$ cat src/hdl/fcm_pkg.sv
// Shared types and constants for the frame capture mirror.
// Used by fcm_ctrl, fcm_store and frame_capture_mirror_top; no dependencies.
package fcm_pkg;

	// Frame store geometry.
	localparam int unsigned MAX_WIDTH   = 512;
	localparam int unsigned MAX_HEIGHT  = 512;
	localparam int unsigned STORE_WORDS = MAX_WIDTH * MAX_HEIGHT;
	localparam int unsigned MEM_AW      = $clog2(STORE_WORDS);

	// Field widths.
	localparam int unsigned DIM_W   = 10;
	localparam int unsigned COORD_W = 16;
	localparam int unsigned PIX_W   = 16;
	localparam int unsigned POS_W   = 9;
	localparam int unsigned ROWS_W  = 11;
	localparam int unsigned CFG_IDX_W = 2;

	// Linear address width: row times stride plus column, before the range check.
	localparam int unsigned PROD_W = (MEM_AW > 2 * DIM_W) ? MEM_AW + 1 : 2 * DIM_W + 1;

	// Configuration register indexes and reset values.
	localparam logic [CFG_IDX_W-1:0] CFG_FRAME_WIDTH  = 2'd0;
	localparam logic [CFG_IDX_W-1:0] CFG_FRAME_HEIGHT = 2'd1;
	localparam logic [DIM_W-1:0] WIDTH_RESET  = 10'd320;
	localparam logic [DIM_W-1:0] HEIGHT_RESET = 10'd240;

	typedef enum logic [2:0] {
		OP_REQUEST = 3'd0,
		OP_ARM     = 3'd1,
		OP_PIXEL   = 3'd2,
		OP_THAW    = 3'd3,
		OP_READ    = 3'd4
	} op_t;

	typedef enum logic [1:0] {
		PH_IDLE      = 2'd0,
		PH_REQUESTED = 2'd1,
		PH_ARMING    = 2'd2,
		PH_READY     = 2'd3
	} phase_t;

	// One decoded item handed from the control front end to the store pipeline.
	typedef struct packed {
		logic               acc;
		logic               wr;
		logic               rd;
		logic [DIM_W-1:0]   x;
		logic [DIM_W-1:0]   y;
		logic [PIX_W-1:0]   data;
		phase_t             phase;
		logic               ready;
		logic               busy;
	} issue_t;

endpackage

$ cat src/hdl/fcm_ctrl.sv
// Capture state machine, rectangle cursor, clipping and row counting.
// Depends on fcm_pkg; produces one decoded item per transfer.
module fcm_ctrl (
	input  logic                            clk,
	input  logic                            arst_n,
	input  logic                            take,
	input  logic [2:0]                      operation,
	input  logic signed [15:0]              rect_left,
	input  logic signed [15:0]              rect_top,
	input  logic signed [15:0]              rect_right,
	input  logic signed [15:0]              rect_bottom,
	input  logic [15:0]                     pixel_value,
	input  logic                            pixel_last,
	input  logic [8:0]                      read_x,
	input  logic [8:0]                      read_y,
	input  logic [fcm_pkg::DIM_W-1:0]       frame_width,
	input  logic [fcm_pkg::DIM_W-1:0]       frame_height,
	output fcm_pkg::issue_t                 item
);
	import fcm_pkg::*;

	phase_t              phase_q, phase_n;
	logic [ROWS_W-1:0]   rows_q, rows_n;
	logic [COORD_W-1:0]  col_q, col_n, row_q, row_n;
	logic                open_q, open_n;

	op_t                 op;
	logic [COORD_W-1:0]  col_base, row_base;
	logic signed [17:0]  x_pos, y_pos, x_lo, y_lo, x_hi, y_hi, w_s, h_s, span, row_cnt;
	logic                rect_empty, in_rect, clip_ok, col_wrap, armed, pix_store;
	logic [ROWS_W:0]     rows_sum;
	logic [ROWS_W-1:0]   rows_sat;
	logic                rows_done, rd_ok;

	assign op = op_t'(operation);

	// Pixel position relative to the frame, and the clipped rectangle.
	always_comb begin
		col_base   = open_q ? col_q : '0;
		row_base   = open_q ? row_q : '0;
		w_s        = $signed({8'b0, frame_width});
		h_s        = $signed({8'b0, frame_height});
		x_pos      = 18'(rect_left) + $signed({2'b00, col_base});
		y_pos      = 18'(rect_top) + $signed({2'b00, row_base});
		x_lo       = rect_left[15] ? '0 : 18'(rect_left);
		y_lo       = rect_top[15] ? '0 : 18'(rect_top);
		x_hi       = (18'(rect_right) >= w_s) ? w_s - 18'sd1 : 18'(rect_right);
		y_hi       = (18'(rect_bottom) >= h_s) ? h_s - 18'sd1 : 18'(rect_bottom);
		span       = 18'(rect_right) - 18'(rect_left);
		rect_empty = (rect_right < rect_left) || (rect_bottom < rect_top);
		in_rect    = (x_pos >= x_lo) && (x_pos <= x_hi) && (y_pos >= y_lo) && (y_pos <= y_hi);
		clip_ok    = (x_hi >= x_lo) && (y_hi >= y_lo);
		col_wrap   = $signed({2'b00, col_base}) >= span;
		armed      = phase_q == PH_ARMING;
		pix_store  = armed && !rect_empty && in_rect;
		row_cnt    = y_hi - y_lo + 18'sd1;
		rows_sum   = {1'b0, rows_q} + {1'b0, row_cnt[ROWS_W-1:0]};
		rows_sat   = rows_sum[ROWS_W] ? {ROWS_W{1'b1}} : rows_sum[ROWS_W-1:0];
		rows_done  = rows_sat >= {1'b0, frame_height};
		rd_ok      = ({1'b0, read_x} < frame_width) && ({1'b0, read_y} < frame_height);
	end

	// Cursor and row count update.
	always_comb begin
		col_n  = col_q;
		row_n  = row_q;
		open_n = open_q;
		rows_n = rows_q;
		case (op)
			OP_ARM: begin
				if (phase_q == PH_REQUESTED) rows_n = '0;
			end
			OP_PIXEL: begin
				if (rect_empty) begin
					col_n  = '0;
					row_n  = '0;
					open_n = 1'b0;
				end else begin
					open_n = 1'b1;
					if (col_wrap) begin
						col_n = '0;
						row_n = row_base + 16'd1;
					end else begin
						col_n = col_base + 16'd1;
						row_n = row_base;
					end
					if (pixel_last) begin
						open_n = 1'b0;
						col_n  = '0;
						row_n  = '0;
						if (armed && clip_ok) rows_n = rows_sat;
					end
				end
			end
			default: ;
		endcase
	end

	// Capture state machine: next state.
	always_comb begin
		phase_n = phase_q;
		unique case (op)
			OP_REQUEST: if (phase_q == PH_IDLE) phase_n = PH_REQUESTED;
			OP_ARM:     if (phase_q == PH_REQUESTED) phase_n = PH_ARMING;
			OP_PIXEL: begin
				if (armed && !rect_empty && pixel_last && clip_ok && rows_done)
					phase_n = PH_READY;
			end
			OP_THAW:    phase_n = PH_IDLE;
			default:    ;
		endcase
	end

	// Capture state machine: outputs toward the store pipeline.
	always_comb begin
		item       = '0;
		item.phase = phase_n;
		item.ready = phase_n == PH_READY;
		item.busy  = phase_n != PH_IDLE;
		item.data  = pixel_value;
		unique case (op)
			OP_REQUEST: item.acc = phase_q == PH_IDLE;
			OP_ARM:     item.acc = phase_q == PH_REQUESTED;
			OP_PIXEL: begin
				item.wr = pix_store;
				item.x  = x_pos[DIM_W-1:0];
				item.y  = y_pos[DIM_W-1:0];
			end
			OP_THAW:    item.acc = 1'b1;
			OP_READ: begin
				item.rd = rd_ok;
				item.x  = {1'b0, read_x};
				item.y  = {1'b0, read_y};
			end
			default:    ;
		endcase
	end

	always_ff @(posedge clk or negedge arst_n) begin
		if (!arst_n) begin
			phase_q <= PH_IDLE;
			rows_q  <= '0;
			col_q   <= '0;
			row_q   <= '0;
			open_q  <= 1'b0;
		end else if (take) begin
			phase_q <= phase_n;
			rows_q  <= rows_n;
			col_q   <= col_n;
			row_q   <= row_n;
			open_q  <= open_n;
		end
	end

endmodule

$ cat config.mk
export PLATFORM = sky130hd
export DESIGN_NAME = fcm_ctrl
export DESIGN_NICKNAME = d
export VERILOG_FILES = /design/src/hdl/fcm_pkg.sv /design/src/hdl/fcm_ctrl.sv
export SDC_FILE = /design/constraint.sdc
export NUM_CORES = 1
export LEC_CHECK = 0
export BUFFER_PORTS_ARGS = -buffer_cell sky130_fd_sc_hd__buf_2
export CAP_MARGIN = 5
export CELL_PAD_IN_SITES_DETAIL_PLACEMENT = 1
export CELL_PAD_IN_SITES_GLOBAL_PLACEMENT = 1
export CORE_ASPECT_RATIO = 1.75
export CORE_UTILIZATION = 44
export CTS_CLUSTER_SIZE = 10
export DETAILED_ROUTE_END_ITERATION = 10
export PLACE_DENSITY = 0.82
export SKIP_CTS_REPAIR_TIMING = 1
export SYNTH_ARGS = -nofsm -noshare
export SYNTH_HDL_FRONTEND = slang
export SYNTH_SLANG_ARGS = --single-unit
export TNS_END_PERCENT = 10
$ cat constraint.sdc
create_clock -name clk -period 9.3 [get_ports clk]
set_input_delay 0.465 -clock clk [delete_from_list [all_inputs] [get_ports clk]]
set_output_delay 0.465 -clock clk [all_outputs]
set_load 0.03 [all_outputs]
==> impl_metrics.py <==
metrics = {
    "detailed_routing": {
        "dr.pass1.iters": 4,
        "detail-route-antenna-nets": 0,
        "vias": 11000,
        "via_per_inst": 6.09,
        "drc_errors": 0,
        "routed_wl_mm": 38.4,
        "drt_iter0_drc": 367,
        "wire_per_inst_um": 21.3,
    },
    "setup_path": {
        "crit_fanout": 11,
        "r2r_cells": 19,
        "cp-endpoint": "item[0]",
        "slowest_delay_ns": 0.49,
        "crit_family": "compound AO/OA/AOI/OAI gates",
        "path_buf_inv": 4,
        "timing.rr.start": "rows_q[1]$_DFFE_PN0P_",
        "path_depth": 36,
        "critPathCaptureType": "output pin",
        "cp_slowest_cell": "o41a_1",
        "startpoint": "frame_height[5]",
        "r2r_end": "phase_q[0]$_DFFE_PN0P_",
        "rrSetupSlack_ns": 4.95,
        "cp_data_required_time_ns": 8.84,
        "worstPathArrival_ns": 8.37,
        "startpoint_type": "input port",
        "path_class": "input port to output pin",
    },
    "global_route": {
        "gr-total-overflow": 0,
        "track_usage_pct": 31.0,
        "grt_pass1_wl_mm": 60.7,
        "grt_antenna_before_repair": 5,
        "grt_max_degree": 47,
        "grt_pass1_vias": 12100,
    },
    "synthesis": {
        "yosysWarningCount": 0,
        "syn_nets": 1760,
        "syn_area_um2": 10800,
        "synth_most_common_cell": "ha_1",
        "yosysTopAreaCell": "ha_1",
        "syn_inst": 1382,
        "synth.distinct_cells": 81,
        "ys_ff_latch": 46,
        "syn_avg_cell_area_um2": 7.83,
        "synth_edf_count": 0,
        "ys_top_cells_by_count": "ha_1, inv_1, nand2_1, a21oi_1, nor2_1",
        "ys_seq_area_share_pct": 10.6,
        "synthTopCellsByArea": "ha_1, dfrtp_1, inv_1",
        "netlist.area_leader.share_pct": 28.3,
        "async_flop_share_pct": 100,
        "ys.flop_type": "dfrtp_1",
    },
    "sta": {
        "min_period_ns": 8.84,
        "worstMarginPinSlew_ns": 0.924,
        "finalSetupViolations": 0,
        "rsz0062_at_grt": "false",
        "fin_crit_sh_pct": 95.1,
        "fin_hold_ws_ns": 0.263,
        "max_freq_mhz": 113,
        "finalHoldViolations": 0,
        "worst_clock_skew_ns": 0.00429,
        "max-slew-margin-rel_pct": 38.4,
        "final_max_slew_viol_count": 0,
        "fin_tns_setup_ns": 0,
        "timing.final.ws_setup_ns": 0.460,
    },
    "min_path": {
        "hold_class": "input port to async pin",
    },
    "cts": {
        "clock-sinks": 46,
        "clock-root-buffer": "clkbuf_16",
        "h-tree-depth": 2,
        "insertion_delay_ns": 0.30,
        "numCtsBuffers": 5,
        "path_clk_slew_ns": 0.07,
        "cts_tree": "yes",
        "clockBufferDepth": 2,
    },
    "placement": {
        "dpl_worst_slack_ns": 0.529,
        "port_buffers": 135,
        "hpwl_mm": 33.7,
        "place_congestion": 0.980,
    },
    "floorplan": {
        "ios": 168,
        "start_util_pct": 45.0,
        "num_rows": 75,
        "die_y_um": 209,
        "die_area_um2": 25200,
        "die_w_um": 121,
        "design.core.area_um2": 24000,
    },
    "final_layout": {
        "layout-drive-gt1-share_pct": 12.9,
        "final.fill_count": 3105,
        "area_growth_pct": 9.87,
        "num-nets-final": 1870,
    },
    "pwr": {
        "peakVddDrop_mv": 0.0668,
        "total_power_mw": 1.05,
        "p_leak_nw": 6.36,
        "powerDensity_nw_per_um2": 88.6,
    },
    "run": {
        "drv_cap": 0,
    },
    "run_status": {
        "status": "completed",
    },
}
cell usage in the layout (no fill, tap or decap), types with 5 or more instances in the layout:
cell	netlist	layout
nor2b_1	17	17
o21ai_0	66	66
and2_1	24	24
nand4_1	15	15
a21o_1	57	57
mux2_2	10	10
clkbuf_16	0	5
a211oi_1	21	21
ha_1	245	245
o211ai_1	8	8
xnor2_1	53	53
nor3_1	34	33
nand2b_1	26	26
nand3_1	35	35
buf_2	1	135
nor2_1	85	85
dfrtp_1	46	46
or2_2	7	7
or3_1	7	7
o2111ai_1	6	6
xor2_1	26	26
nand2_1	112	112
o31ai_1	6	6
a22o_1	27	27
a32o_1	11	11
o21bai_1	5	5
a31oi_1	17	17
and3_1	19	19
o21a_1	19	19
a32oi_1	8	8
inv_1	142	142
a211o_1	5	5
nand3b_1	12	12
nor4_1	7	6
fa_1	8	8
a21oi_1	86	86
buf_4	18	10
sequential cells by signal, indices dropped and copies added, names as in the netlist:
register	cells
open_q	1
row_q	16
phase_q	2
col_q	16
rows_q	11
layer usage:
metal	global-route usage, %	wire [um]
met3	3.51	1310
met2	61.8	21100
met1	25.9	12000
met5	0	15
met4	27.3	4010
how the worst min path moves through the flow:
stage | endpoint | start
after global routing | rows_q[7]$_DFFE_PN0P_ | arst_n
final | rows_q[3]$_DFFE_PN0P_ | arst_n
after floorplan | col_q[0]$_DFFE_PN0P_ | arst_n
after detailed placement | row_q[0]$_DFFE_PN0P_ | row_q[0]$_DFFE_PN0P_
after CTS | phase_q[0]$_DFFE_PN0P_ | arst_n
after global placement | row_q[0]$_DFFE_PN0P_ | row_q[0]$_DFFE_PN0P_
through the flow:
| step | std cells | cell area (um^2) | util (%) |
|---|---|---|---|
| 2_1_floorplan | 1382 | 10800 | - |
| 3_3_place_gp | 1793 | 11700 | 48.8 |
| 3_5_place_dp | 1793 | 11700 | 48.8 |
| 4_1_cts | 1801 | 11900 | 49.4 |
| 5_1_grt | 1802 | 11900 | 49.4 |
| 6_report | 1805 | 11900 | 49.5 |
logic make-up (layout without fill, tap and decap cells):
group	Yosys count	in the layout	synth area share (%)
simple gates	418	418	19.4
compound gates	387	387	25.1
fa+ha+maj	253	253	29.8
buf+inv	185	296	7.23
xor+xnor	79	79	6.40
flops	46	46	10.6
mux	14	14	1.41
other cells	0	4	0
power breakdown:
part / switching [mW] / internal, mW / total [mW]
Clock: 0.0918 / 0.101 / 0.193
Sequential: 0.0117 / 0.205 / 0.217
Combinational: 0.389 / 0.254 / 0.643
Total: 0.493 / 0.561 / 1.05
final cells by class:
| cell class | count | area, um^2 | share of cell area (%) |
|---|---|---|---|
| Tap cell | 308 | 385 | 3.24 |
| Antenna cell | 4 | 10.0 | 0.0842 |
| Sequential cell | 46 | 1150 | 9.69 |
| Timing Repair Buffer | 145 | 751 | 6.32 |
| Clock inverter | 3 | 25.0 | 0.211 |
| Multi-Input combinational cell | 1151 | 8900 | 74.9 |
| Clock buffer | 5 | 125 | 1.05 |
| Inverter | 143 | 537 | 4.52 |
worst reg2reg max path, delay by kind of cell, from the launching register on:
family          cells  cell delay (ns)
compound gates     14             2.77
simple gates        3             0.46
fa+ha+maj           2             0.56
flops               1             0.42
Power figures use the tool's default switching activity.
